<file path="src/hdl/dptcm_pkg.sv">
`timescale 1ns / 1ps
// ----------------------------------------------------------------------------
// Dual-port TCM package
// Shared widths, codes and structures of the two-port tightly coupled memory.
// ----------------------------------------------------------------------------
package dptcm_pkg;

  // Memory geometry.
  localparam int WORD_COUNT = 8192;
  localparam int WORD_AW    = $clog2(WORD_COUNT);
  localparam int LANE_W     = 64;
  localparam int LANE_BYTES = LANE_W / 8;
  localparam int LOCAL_W    = WORD_AW + 3;

  // Field widths.
  localparam int OP_W     = 2;
  localparam int CMD_W    = 2;
  localparam int ADDR_W   = 32;
  localparam int LEN_W    = 4;
  localparam int KIND_W   = 2;
  localparam int STATUS_W = 2;
  localparam int SIZE_W   = 17;
  localparam int LIMIT_W  = ADDR_W + 1;

  // Configuration port.
  localparam int PADDR_W = 3;
  localparam int PDATA_W = 32;
  localparam logic REG_BASE_ADDRESS = 1'b0;
  localparam logic REG_REGION_SIZE  = 1'b1;
  localparam logic [ADDR_W-1:0] BASE_RESET = '0;
  localparam logic [SIZE_W-1:0] SIZE_RESET = SIZE_W'(65536);

  // Lane sizes of the two ports.
  localparam logic [LEN_W-1:0] DATA_LANE_BYTES  = LEN_W'(4);
  localparam logic [LEN_W-1:0] FETCH_LANE_BYTES = LEN_W'(8);

  // Operation codes.
  localparam logic [OP_W-1:0] OP_DATA  = 2'd0;
  localparam logic [OP_W-1:0] OP_FETCH = 2'd1;
  localparam logic [OP_W-1:0] OP_TICK  = 2'd2;

  // Command codes.
  localparam logic [CMD_W-1:0] CMD_READ  = 2'd0;
  localparam logic [CMD_W-1:0] CMD_WRITE = 2'd1;

  // Result kinds.
  localparam logic [KIND_W-1:0] KIND_TAKEN   = 2'd0;
  localparam logic [KIND_W-1:0] KIND_REFUSED = 2'd1;
  localparam logic [KIND_W-1:0] KIND_RSP     = 2'd2;
  localparam logic [KIND_W-1:0] KIND_IDLE    = 2'd3;

  // Status codes.
  localparam logic [STATUS_W-1:0] ST_OK       = 2'd0;
  localparam logic [STATUS_W-1:0] ST_ADDR_ERR = 2'd1;
  localparam logic [STATUS_W-1:0] ST_CMD_ERR  = 2'd2;

  // Port indexes.
  localparam logic PORT_DATA  = 1'b0;
  localparam logic PORT_FETCH = 1'b1;

  // One input item as held in the input register.
  typedef struct packed {
    logic [OP_W-1:0]       operation;
    logic [CMD_W-1:0]      command;
    logic [ADDR_W-1:0]     address;
    logic [LANE_W-1:0]     write_data;
    logic [LEN_W-1:0]      data_length;
    logic [LEN_W-1:0]      enable_count;
    logic [LANE_BYTES-1:0] byte_enables;
  } item_t;

  // Region settings from the register block.
  typedef struct packed {
    logic [ADDR_W-1:0]  base;
    logic [LIMIT_W-1:0] limit;
    logic [LIMIT_W-1:0] word_limit;
  } cfg_t;

  // Memory access request.
  typedef struct packed {
    logic                  we;
    logic                  re;
    logic [WORD_AW-1:0]    addr;
    logic [LANE_W-1:0]     wdata;
    logic [LANE_BYTES-1:0] wbe;
  } ram_req_t;

  // Result description handed from the control stage to the output stage.
  typedef struct packed {
    logic [KIND_W-1:0]   kind;
    logic                port;
    logic [STATUS_W-1:0] status;
    logic                rd_ok;
    logic                upper;
    logic [LEN_W-1:0]    len;
  } meta_t;

endpackage

</file>
<file path="src/hdl/dptcm_rsp_if.sv">
`timescale 1ns / 1ps
// ----------------------------------------------------------------------------
// Dual-port TCM result channel
// Valid/ready channel carrying one result item.
// ----------------------------------------------------------------------------
interface dptcm_rsp_if
  import dptcm_pkg::*;
  ();
  logic                valid;
  logic                ready;
  logic [KIND_W-1:0]   kind;
  logic                served_port;
  logic [STATUS_W-1:0] status;
  logic [LANE_W-1:0]   read_data;

  modport source (
    output valid, kind, served_port, status, read_data,
    input  ready
  );

  modport sink (
    input  valid, kind, served_port, status, read_data,
    output ready
  );
endinterface

</file>
<file path="src/hdl/dptcm_fmt.sv">
`timescale 1ns / 1ps
// ----------------------------------------------------------------------------
// Dual-port TCM output stage
// Aligns and masks the read word and holds the result register.
// ----------------------------------------------------------------------------
module dptcm_fmt
  import dptcm_pkg::*;
(
  input  logic              clk,
  input  logic              rst,
  input  logic              adv,
  input  logic              s1_valid,
  input  meta_t             s1_meta,
  input  logic [LANE_W-1:0] ram_rdata,
  dptcm_rsp_if.source       rsp
);

  logic [LANE_W-1:0] word;
  logic [LANE_W-1:0] mask;
  logic [LANE_W-1:0] data_next;

  // Shift the selected half down and keep only the requested bytes.
  always_comb begin
    word = s1_meta.upper ? {(LANE_W/2)'(0), ram_rdata[LANE_W-1:LANE_W/2]} : ram_rdata;
    for (int i = 0; i < LANE_BYTES; i++) begin
      mask[i*8 +: 8] = (LEN_W'(i) < s1_meta.len) ? 8'hFF : 8'h00;
    end
    data_next = s1_meta.rd_ok ? (word & mask) : '0;
  end

  // Result register.
  always_ff @(posedge clk) begin
    if (rst) begin
      rsp.valid <= 1'b0;
    end else if (adv) begin
      rsp.valid <= s1_valid;
      if (s1_valid) begin
        rsp.kind        <= s1_meta.kind;
        rsp.served_port <= s1_meta.port;
        rsp.status      <= s1_meta.status;
        rsp.read_data   <= data_next;
      end
    end
  end

endmodule

</file>
<file path="src/flat_wrapper.sv">
// flat-port wrapper written by rule: the top's interface ports become plain ports
module dptcm_fmt_flat import dptcm_pkg::*;
  (clk, rst, adv, s1_valid, s1_meta, ram_rdata, rsp_valid, rsp_kind, rsp_served_port, rsp_status, rsp_read_data, rsp_ready);
  dptcm_rsp_if rsp_i ();
  input  logic clk;
  input  logic rst;
  input  logic adv;
  input  logic s1_valid;
  input  meta_t s1_meta;
  input  logic [LANE_W-1:0] ram_rdata;
  output wire logic [$bits(rsp_i.valid)-1:0] rsp_valid;
  output wire logic [$bits(rsp_i.kind)-1:0] rsp_kind;
  output wire logic [$bits(rsp_i.served_port)-1:0] rsp_served_port;
  output wire logic [$bits(rsp_i.status)-1:0] rsp_status;
  output wire logic [$bits(rsp_i.read_data)-1:0] rsp_read_data;
  input wire logic [$bits(rsp_i.ready)-1:0] rsp_ready;
  assign rsp_valid = rsp_i.valid;
  assign rsp_kind = rsp_i.kind;
  assign rsp_served_port = rsp_i.served_port;
  assign rsp_status = rsp_i.status;
  assign rsp_read_data = rsp_i.read_data;
  assign rsp_i.ready = rsp_ready;
  dptcm_fmt u_core (.clk(clk), .rst(rst), .adv(adv), .s1_valid(s1_valid), .s1_meta(s1_meta), .ram_rdata(ram_rdata), .rsp(rsp_i));
endmodule
</file>
<file path="config.mk">
export PLATFORM = sky130hd
export DESIGN_NAME = dptcm_fmt_flat
export DESIGN_NICKNAME = d
export VERILOG_FILES = /design/src/hdl/dptcm_pkg.sv /design/src/hdl/dptcm_rsp_if.sv /design/src/hdl/dptcm_fmt.sv /design/src/flat_wrapper.sv
export SDC_FILE = /design/constraint.sdc
export NUM_CORES = 1
export LEC_CHECK = 0
export BUFFER_PORTS_ARGS = -buffer_cell sky130_fd_sc_hd__buf_2
export CAP_MARGIN = 15
export CORE_ASPECT_RATIO = 0.75
export CORE_UTILIZATION = 45
export DETAILED_ROUTE_END_ITERATION = 16
export GPL_TIMING_DRIVEN = 0
export PLACE_DENSITY_LB_ADDON = 0.12
export SLEW_MARGIN = 10
export SYNTH_ARGS = -nofsm -noshare
export SYNTH_HDL_FRONTEND = slang
export SYNTH_SLANG_ARGS = --single-unit
</file>
<file path="constraint.sdc">
create_clock -name clk -period 3.97 [get_ports clk]
set_input_delay 0.1985 -clock clk [delete_from_list [all_inputs] [get_ports clk]]
set_output_delay 0.1985 -clock clk [all_outputs]
set_load 0.05 [all_outputs]
</file>
# After elaboration in Yosys (flattened, before gate mapping)
# Index checks and enable logic that the tools add are counted.
op_classes:
  n_lt_le_gt_ge: 8
  muxes: 9
  bitwise: 2
  reduce_logical: 1
ops:
  columns: ["operator", "count"]
  rows:
  - ["64-bit AND", 1]
  - ["64-bit 2-to-1 mux", 1]
  - ["8-bit 2-to-1 mux", 8]
  - ["3-bit by 4-bit < comparator with 1-bit output (first input constant)", 4]
  - ["1-bit by 4-bit < comparator with 1-bit output (first input constant)", 2]
  - ["2-bit by 4-bit < comparator with 1-bit output (first input constant)", 2]
  - ["3-bit AND reduction", 1]
  - ["1-bit NOT", 1]
word_totals:
  ff_bits: 70
  input_bits: 80
  output_inout_bits: 70
  elab_cells: 25

# Depth between registers and ports, before layout
# Gate-level depths: netlist of the first run.
logic_depth:
  word_depth: 3
  depth_mapped: 5
  depth_no_buf: 2

# Worst setup path before layout of the first run
# Ideal clock, no wire load.
synth_path:
  path_kind: "input -> register"
  from: "in adv"
  to: "reg u_core.rsp.kind[0] (enable)"
  setup_time_ns: 0.497
  arrival_time_ns: 3.155
  required_ns: 3.473
  setup_slack_ns: 0.318
  path_stages: 2
  path_buffers: 0
  path_cell_list: "nand2_1 > nor2_1"
synth_via:
  elab_chain_len: 1
synth_lines:
  columns: ["item", "line_no", "source"]
  rows:
  - ["from (decl)", "flat_wrapper.sv:7", "input logic adv;"]
  - ["3-bit AND reduction (no line)", null, null]
  - ["to (decl)", "dptcm_rsp_if.sv:17", "output valid, kind, served_port, status, read_data,"]
# No other way between the ends.
# A chain may end at the register's enable or synchronous reset.

# Worst setup path in the final report of the first run
layout_path:
  from: "reg u_core.rsp.read_data[11]"
  to: "out rsp_read_data[11]"
layout_rtl:
  columns: ["item", "line_no", "source"]
  rows:
  - ["from (decl)", "dptcm_rsp_if.sv:17", null]
  - ["from (signal assigned)", "dptcm_fmt.sv:41", "rsp.read_data <= data_next;"]
  - ["to (decl)", "flat_wrapper.sv:15", "output wire logic [$bits(rsp_i.read_data)-1:0] rsp_read_data;"]
# No word-level cell between the ends.

==> impl_results.md, run 1 <==
* GRT met3 Usage at 8.02%
* Buffers plus inverters on the worst setup path at 1
* Post-DRT Antenna Nets at 0
* Port Buffers at 146
* RD Place Congestion at 0.728
* Crit path max-delay cell type: edfxtp_1
* Pwr dens at 419 nW/um2
* Post-synth net total at 278
* Vias in the first global route at 2108
* Core Region at 6380 um2
* Final setup fails at 0
* Share of post-route cells with drive strength above 1 at 50.3%
* Unrepaired setup endpoints after global routing: no
* Clk_lat worst skew at 0.34 ns
* Fin cells at 443
* Layout area overhead at 35.5%
* Rel. slew slack at 56.0%
* WL final at 7040 um
* R2r setup slk at 3.39 ns
* Clock root cell: clkbuf_8
* WP data required at 3.77 ns
* Vias per Instance at 5.10
* # diodes at 0
* Iteration count of the initial detailed-routing pass at 4
* Global Route met2 Usage at 32.4%
* Status: complete, no violations
* CTS max path bufs at 2
* Htree depth at 3
* Die area at 7040 um2
* CP startpoint: u_core.rsp.read_data[11]$_SDFFCE_PN0P_
* Fin. max-slew vios at 0
* Yosys reg bits at 70
* Nets at 437
* Critical Path End: rsp_read_data[11]
* DR vias at 2261
* Critical path depth at 1
* Pleak at 0.00167 uW
* CTS tree: yes
* Row cnt at 25
* Met1 Use GR at 25.8%
* Die width at 96.5 um
* Minimum clock period at 1.16 ns
* Most common cell after layout, fill and taps aside: buf_2
* Clock skew at 0 ns
* Setup Fix Bufs, Post-CTS at 0
* Io pins at 150
* Cell chain of the critical path: buf_2
* Clock sinks at 70
* CP Capture Type: output port
* Max-Cap Viols at 0
* Kind of critical path: reg -> out
* Cell count after placement at 427
* Library cells used by synthesis at 22
* Avg Inst Size Synth at 15.2 um2
* GRT busiest layer: met2
* Starting Density at 47.3%
* Synthesized instance count at 198
* Largest net degree at the start of global routing at 33
* Final Power at 1710 uW
* Arr. time, crit path at 0.96 ns
* Crit path max fanout at 1
* Worst-path clk slew at 0.07 ns
* Final Hold Fails at 0
* Reg2reg end: u_core.rsp.valid$_SDFFE_PP0P_
* Drc violations at 0
* WL/cell at 15.9 um
* Startpoint types: flip-flop
* Total grt overflow at 0
* Slew @ Worst Pin at 0.660 ns
* Die Span Y at 72.9 um
* Maximum vdd drop at 0.000232 V
* Largest stage delay, worst path at 0.39 ns
* Initial DRC count at 86
* Hold Buf Count CTS at 0
* Setup slack at placement at 2.57 ns
* Initial antenna violation count at 0
* Delay-heaviest family, CP: flip-flops
* Final Cycle Share at 29.3%
* Post-synthesis instance area at 3020 um2
* All-Layer GR Usage at 20.5%
* Fmax at 861 MHz
* R2R depth at 2
* Total CTS buffers at 9
* Final HPWL DP at 5020 um
* Setup ws final at 2.81 ns
* Min-delay worst type: in -> reg
* Synthesis Warnings at 0
* Sequential area share after synthesis at 69.4%
* Critical R2R Launch: u_core.rsp.valid$_SDFFE_PP0P_
* First-pass GRT wire length at 10400 um
* CTS resizes at 0
* Most frequent cells in the layout: buf_2, edfxtp_1, mux2i_1
-- per-layer routing --
metal	wire length (um)	up-vias
met5	0	-
met4	77	0
met3	616	8
met2	3340	86
met1	3000	1101
li1	-	1066
-- where the power goes --
part / leakage, uW / switching [uW] / total, uW / internal (uW)
logic: 0.00101 / 207 / 296 / 88.4
clock network: 0.0000899 / 273 / 561 / 288
registers: 0.000562 / 7.72 / 856 / 849
total: 0.00167 / 487 / 1710 / 1220
-- state kept, by name (all words and copies together) (netlist names) --
signal / cells
u_core.rsp.valid: 1
u_core.rsp.status: 2
u_core.rsp.read_data: 64
u_core.rsp.kind: 2
u_core.rsp.served_port: 1
-- worst min-delay path by stage --
| stage | startpoint | end | slack, ns | cells past startpoint |
|---|---|---|---|---|
| detailed placement | s1_meta[9] | u_core.rsp.kind[0]$_DFFE_PP_ | 0.38 | 1 |
| global route | s1_meta[9] | u_core.rsp.kind[0]$_DFFE_PP_ | 0.02 | 1 |
| floorplan | rst | u_core.rsp.valid$_SDFFE_PP0P_ | 0.27 | 1 |
| global placement | rst | u_core.rsp.valid$_SDFFE_PP0P_ | 0.37 | 2 |
| CTS | s1_meta[9] | u_core.rsp.kind[0]$_DFFE_PP_ | 0.02 | 1 |
| finish | s1_meta[9] | u_core.rsp.kind[0]$_DFFE_PP_ | 0.03 | 1 |
-- synth_stat cells --
master	instances	area, um2
edfxtp_1	69	2070
mux2i_1	32	320
nor2_1	25	93.8
and3_1	16	100
nor3b_1	16	120
inv_1	8	30.0
a211oi_1	6	45.0
buf_2	5	25.0
a211oi_2	3	37.5
buf_4	3	22.5
a21oi_1	2	10.0
nand2b_1	2	12.5
o21ai_2	2	17.5
a31o_2	1	8.76
buf_6	1	11.3
clkbuf_1	1	3.75
dfxtp_1	1	20.0
inv_2	1	3.75
nand2_1	1	3.75
nor2b_2	1	8.76
o31ai_4	1	21.3
o41ai_4	1	27.5
-- worst reg2reg max path, stage by stage, from the launching register on --
cell	delay, ns
dfxtp_1	0.33
nand2b_1	0.06
a21oi_1	0.13
-- per-stage QoR --
stage	utilization [%]	area, um2	TNS, ns	hold slack [ns]
finish	64.0	4090	0	0.0314
global route	64.0	4090	0	0.0171
CTS	64.0	4090	0	0.0159
detailed placement	61.0	3890	0	0.378
global placement	60.3	3850	-69.11	0.373
floorplan	-	3020	0	0.268
-- cell families (layout without fill, tap and decap cells) --
group                  after synthesis  in the layout  share of synthesized area, %
multiplexers                        32             32                          10.6
buffers and inverters               19            183                          3.19
AO/OA/AOI/OAI                       16             16                          5.56
AND/OR/NAND/NOR                     61             61                          11.2
flip-flops                          70             70                          69.4
-- layout make-up --
type	count	area, um2
inverters	9	33.8
plain buffers	10	62.6
clock buffers	10	128
multi-input cells	109	835
repair buffers	148	771
fillers	538	2300
flip-flops and latches	70	2090
clock inverters	6	62.6
well taps	81	101
(Power assumes the default switching activity.)
==> inputs of run 2 (changes only) <==
- clock period: 3.97 -> 1.18 ns (I/O delays scaled with it)
==> impl_results.md, run 2 (synthesis results as in run 1) <==
* Status: complete, no violations
* WL/cell at 15.5 um (-2.2%)
* Reg with most FFs: u_core.rsp.read_data
* Critical R2R Launch: u_core.rsp.valid$_SDFFE_PP0P_
* Max-Cap Viols at 0 (unchanged)
* First-pass GRT wire length at 10200 um (-1.5%)
* Iteration count of the initial detailed-routing pass at 4 (unchanged)
* Clock root cell: clkbuf_8
* Core Region at 6380 um2 (unchanged)
* Post-DRT Antenna Nets at 0 (unchanged)
* Final HPWL DP at 5140 um (+2.3%)
* Final setup fails at 0 (unchanged)
* RD Place Congestion at 0.789 (+8.4%)
* Buffers plus inverters on the worst setup path at 1 (unchanged)
* Nets at 444 (+1.6%)
* Drc violations at 0 (unchanged)
* Worst-path clk slew at 0.08 ns (about the same)
* Initial DRC count at 84 (-2.3%)
* Fmax at 983 MHz
* Final Hold Fails at 0 (unchanged)
* Min-delay worst type: in -> reg
* Layout area overhead at 39.3%
* CTS max path bufs at 2 (unchanged)
* Unrepaired setup endpoints after global routing: no
* Share of post-route cells with drive strength above 1 at 49.6% (-0.68 points)
* Maximum vdd drop at 0.000868 V (+270%)
* Cell count after placement at 427 (unchanged)
* Setup ws final at 0.163 ns (-2.65 ns)
* Initial antenna violation count at 0 (unchanged)
* Final Cycle Share at 86.2%
* Cell chain of the critical path: buf_2
* Pwr dens at 1430 nW/um2 (+240%)
* Slew @ Worst Pin at 0.592 ns (-0.0684 ns)
* Most common cell after layout, fill and taps aside: buf_2
* Worst hold stages at 3 (+2)
* R2r setup slk at 0.59 ns (-2.80 ns)
* CTS tree: yes
* Setup Fix Bufs, Post-CTS at 0 (unchanged)
* Hold path start: ram_rdata[3]
* Fin cells at 450 (+1.6%)
* Pleak at 0.00171 uW (+2.9%)
* Reg2reg end: u_core.rsp.valid$_SDFFE_PP0P_
* # diodes at 0 (unchanged)
* Startpoint types: flip-flop
* Largest net degree at the start of global routing at 32 (-3.0%)
* Total grt overflow at 0 (unchanged)
* Starting Density at 47.3% (unchanged)
* Clk_lat worst skew at 0.34 ns (about the same)
* WP data required at 1.12 ns (-2.65 ns)
* All-Layer GR Usage at 20.3% (-0.17 points)
* Hold slack at 0.0225 ns (-0.00889 ns)
* Vias in the first global route at 2096 (-0.57%)
* Max FFs per register at 64 (unchanged)
* Total CTS buffers at 9 (unchanged)
* Arr. time, crit path at 0.96 ns (about the same)
* Largest stage delay, worst path at 0.39 ns (about the same)
* Clock sinks at 70 (unchanged)
* CP Capture Type: output port
* Port Buffers at 146 (unchanged)
* WL final at 6990 um (-0.70%)
* Die area at 7040 um2 (unchanged)
* R2R depth at 2 (unchanged)
* Rel. slew slack at 60.5% (+4.6 points)
* Setup slack at placement at -0.179 ns (-2.75 ns)
* CTS resizes at 0 (unchanged)
* Row cnt at 25 (unchanged)
* Vias per Instance at 4.92 (-3.6%)
* Largest registers: u_core.rsp.read_data x64, u_core.rsp.kind x2, u_core.rsp.status x2
* Fin. max-slew vios at 0 (unchanged)
* Die width at 96.5 um (unchanged)
* Htree depth at 3 (unchanged)
* Crit path max fanout at 1 (unchanged)
* Minimum clock period at 1.02 ns
* Delay-heaviest family, CP: flip-flops
* Die Span Y at 72.9 um (unchanged)
* Hold Path End: u_core.rsp.read_data[3]$_SDFFCE_PN0P_
* Kind of critical path: reg -> out
* Io pins at 150 (unchanged)
* Crit path max-delay cell type: edfxtp_1
* Clock skew at 0 ns (unchanged)
* Most frequent cells in the layout: buf_2, edfxtp_1, mux2i_1
* DR vias at 2215 (-2.0%)
## run 2: worst max-delay path by stage
stage | startpoint | cells after the start | slack [ns] | to
floorplan | adv | 2 | -0.36 | u_core.rsp.kind[0]$_DFFE_PP_
global placement | adv | 3 | -0.93 | u_core.rsp.read_data[28]$_SDFFCE_PN0P_
detailed placement | adv | 4 | -0.18 | u_core.rsp.read_data[28]$_SDFFCE_PN0P_
CTS | u_core.rsp.valid$_SDFFE_PP0P_ | 3 | 0.07 | u_core.rsp.valid$_SDFFE_PP0P_
global route | u_core.rsp.read_data[26]$_SDFFCE_PN0P_ | 1 | 0.12 | rsp_read_data[26]
finish | u_core.rsp.read_data[62]$_SDFFCE_PN0P_ | 1 | 0.16 | rsp_read_data[62]
## run 2: layout make-up
type                            count  area, um2
Multi-Input combinational cell    109        851
Fill cell                         532       2180
Inverter                            9       33.8
Timing Repair Buffer              155        848
Clock buffer                       10        128
Sequential cell                    70       2090
Tap cell                           81        101
Clock inverter                      6       85.1
Buffer                             10       62.6
## run 2: what timing repair did
| action | in CTS | in global routing |
|---|---|---|
| endpoints found under the setup margin | 0 | 1 |
| hold endpoints to repair | 6 | 1 |
| hold buffers | 7 | 1 |
## run 2: metrics by stage
step	utilization (%)	instance area [um2]	setup TNS, ns	total power, uW
floorplan	-	3040	-25.03	3610
global placement	60.7	3870	-64.07	3920
detailed placement	61.4	3920	-9.20	3950
CTS	65.8	4200	0	6040
global route	65.8	4200	0	6200
finish	65.8	4200	0	5990
## run 2: per-layer routing
metal	wire length [um]	track usage [%]	vias to the layer above
li1	-	-	1081
met1	2930	24.8	1038
met2	3410	32.4	88
met3	562	8.33	8
met4	86	7.52	0
met5	0	0	-
## run 2: tightest hold or removal path, cell delays in order
cell and delay (ns):
buf_2 0.07, mux2i_1 0.05, nor2_1 0.07
## run 2: power breakdown
part           leakage [uW]  internal (uW)  switching [uW]  total, uW
Clock              0.000104           1190             906       2090
Combinational       0.00105            317             701       1020
Sequential         0.000562           2860            27.0       2880
==> inputs of run 3 (changes only) <==
- PLACE_DENSITY_LB_ADDON: 0.12 -> 0.2
==> impl_results.md, run 3 (synthesis results as in run 1) <==
* Status: complete, no violations
* Arr. time, crit path at 1.42 ns (+0.46 ns)
* Total negative slack at 0 ns (unchanged)
* Buffers plus inverters on the worst setup path at 1 (unchanged)
* Delay-heaviest family, CP: buffers and inverters
* Final Hold Fails at 0 (unchanged)
* Max FFs per register at 64 (unchanged)
* RD Place Congestion at 0.812 (+3.0%)
* Max-Cap Viols at 0 (unchanged)
* Crit path max-delay cell type: dlygate4sd3_1
* Crit path max fanout at 2 (+1)
* Htree depth at 3 (unchanged)
* Clock root cell: clkbuf_8
* Register area at 2090 um2 (about the same)
* Min-delay worst type: in -> reg
* Rel. slew slack at 54.9% (-5.6 points)
* Final Power at 5450 uW (-9.1%)
* Fin area at 4150 um2 (-1.3%)
* Most common cell after layout, fill and taps aside: buf_2
* DR vias at 2221 (+0.27%)
* Setup slack at placement at -0.0936 ns (+0.0852 ns)
* Most frequent cells in the layout: buf_2, edfxtp_1, mux2i_1
* Pwr dens at 1310 nW/um2 (-7.9%)
* Setup ws final at 0.0361 ns (-0.127 ns)
* Largest registers: u_core.rsp.read_data x64, u_core.rsp.kind x2, u_core.rsp.status x2
* CTS tree: yes
* Io pins at 150 (unchanged)
* CTS max path bufs at 2 (unchanged)
* Vias per Instance at 4.95 (+0.49%)
* Startpoint types: flip-flop
* Layout area overhead at 37.6%
* Slew @ Worst Pin at 0.676 ns (+0.0840 ns)
* Initial antenna violation count at 0 (unchanged)
* Final setup fails at 0 (unchanged)
* CP Capture Type: flip-flop
* Worst-path clk slew at 0.07 ns (about the same)
* Initial DRC count at 72 (-14%)
* Fmax at 874 MHz (-11%)
* Die width at 96.5 um (unchanged)
* Multi-input logic area at 855 um2 (+0.44%)
* First-pass GRT wire length at 10100 um (-1.3%)
* Kind of critical path: reg -> reg
* Fin. max-slew vios at 0 (unchanged)
* Pleak at 0.00169 uW (-1.2%)
* Share of post-route cells with drive strength above 1 at 50.0% (+0.41 points)
* WL/cell at 15.4 um (-1.1%)
* Total CTS buffers at 9 (unchanged)
* Setup Fix Bufs, Post-CTS at 0 (unchanged)
* Starting Density at 47.3% (unchanged)
* Die area at 7040 um2 (unchanged)
* Iteration count of the initial detailed-routing pass at 4 (unchanged)
* Reg with most FFs: u_core.rsp.read_data
* Final Cycle Share at 96.9% (+11 points)
* All-Layer GR Usage at 20.3% (about the same)
* # diodes at 0 (unchanged)
* Clock skew at 0 ns (unchanged)
* Largest stage delay, worst path at 0.55 ns (+0.16 ns)
* WL final at 6900 um (-1.3%)
* WP data required at 1.46 ns (+0.34 ns)
* Port Buffers at 146 (unchanged)
* Largest net degree at the start of global routing at 34 (+6.3%)
* Maximum vdd drop at 0.000819 V (-5.5%)
* Post-DRT Antenna Nets at 0 (unchanged)
* Vias in the first global route at 2031 (-3.1%)
* Post-DP Area at 3920 um2 (unchanged)
* Final HPWL DP at 5210 um (+1.5%)
* Drc violations at 0 (unchanged)
* Row cnt at 25 (unchanged)
* Cell chain of the critical path: nand2b_1, a21oi_2, dlygate4sd3_1
* Total grt overflow at 0 (unchanged)
* Clock sinks at 70 (unchanged)
* Nets at 444 (unchanged)
* Clk_lat worst skew at 0.34 ns (about the same)
* Die Span Y at 72.9 um (unchanged)
* Minimum clock period at 1.14 ns (+0.127 ns)
* Filler cell count at 488 (-8.3%)
* Core Region at 6380 um2 (unchanged)
run 3: per-layer routing:
layer	track usage (%)	part of all wire [%]	wire length (um)	up-vias
met5	0	0	0	-
li1	-	-	-	1078
met3	8.65	9.3	644	9
met2	29.5	45	3100	105
met1	27.5	45	3100	1029
met4	6.86	0.83	57	0
run 3: worst register-to-register path, stage by stage (launching register included):
cell and delay, ns:
dfxtp_2 0.33, nand2b_1 0.07, a21oi_2 0.14, dlygate4sd3_1 0.55
run 3: final cells by class:
class	count	area share [%]
flip-flops and latches	70	50.5
multi-input cells	109	20.6
repair buffers	155	20.5
clock buffers	9	2.99
well taps	81	2.44
plain buffers	10	1.51
inverters	9	0.814
clock inverters	6	0.724
run 3: what timing repair did:
| item | in CTS | in global routing |
|---|---|---|
| endpoints found under the setup margin | 0 | 1 |
| endpoints found under the hold margin | 6 | 0 |
| resized for setup | 0 | 2 |
| hold buffers | 7 | 0 |
run 3: worst paths after layout:
kind / from / end / slack, ns / cells past startpoint
max: u_core.rsp.valid$_SDFFE_PP0P_ / u_core.rsp.valid$_SDFFE_PP0P_ / 0.04 / 3
min: ram_rdata[4] / u_core.rsp.read_data[4]$_SDFFCE_PN0P_ / 0.03 / 3
max reg2reg: u_core.rsp.valid$_SDFFE_PP0P_ / u_core.rsp.valid$_SDFFE_PP0P_ / 0.04 / 3
min reg2reg: u_core.rsp.valid$_SDFFE_PP0P_ / u_core.rsp.valid$_SDFFE_PP0P_ / 1.05 / 3
run 3: stage by stage:
step	instances	util [%]	hold slack (ns)
after floorplan	198	-	0.128
after CTS	449	64.9	0.0190
after detailed placement	427	61.4	0.244
final	449	65.0	0.0294
after global placement	425	60.7	0.236
after global routing	449	65.0	0.0293
run 3: power breakdown:
part / internal [uW] / switching, uW / total (uW)
combinational: 318 / 709 / 1030
clock: 723 / 817 / 1540
sequential: 2860 / 25.7 / 2880
total: 3900 / 1550 / 5450
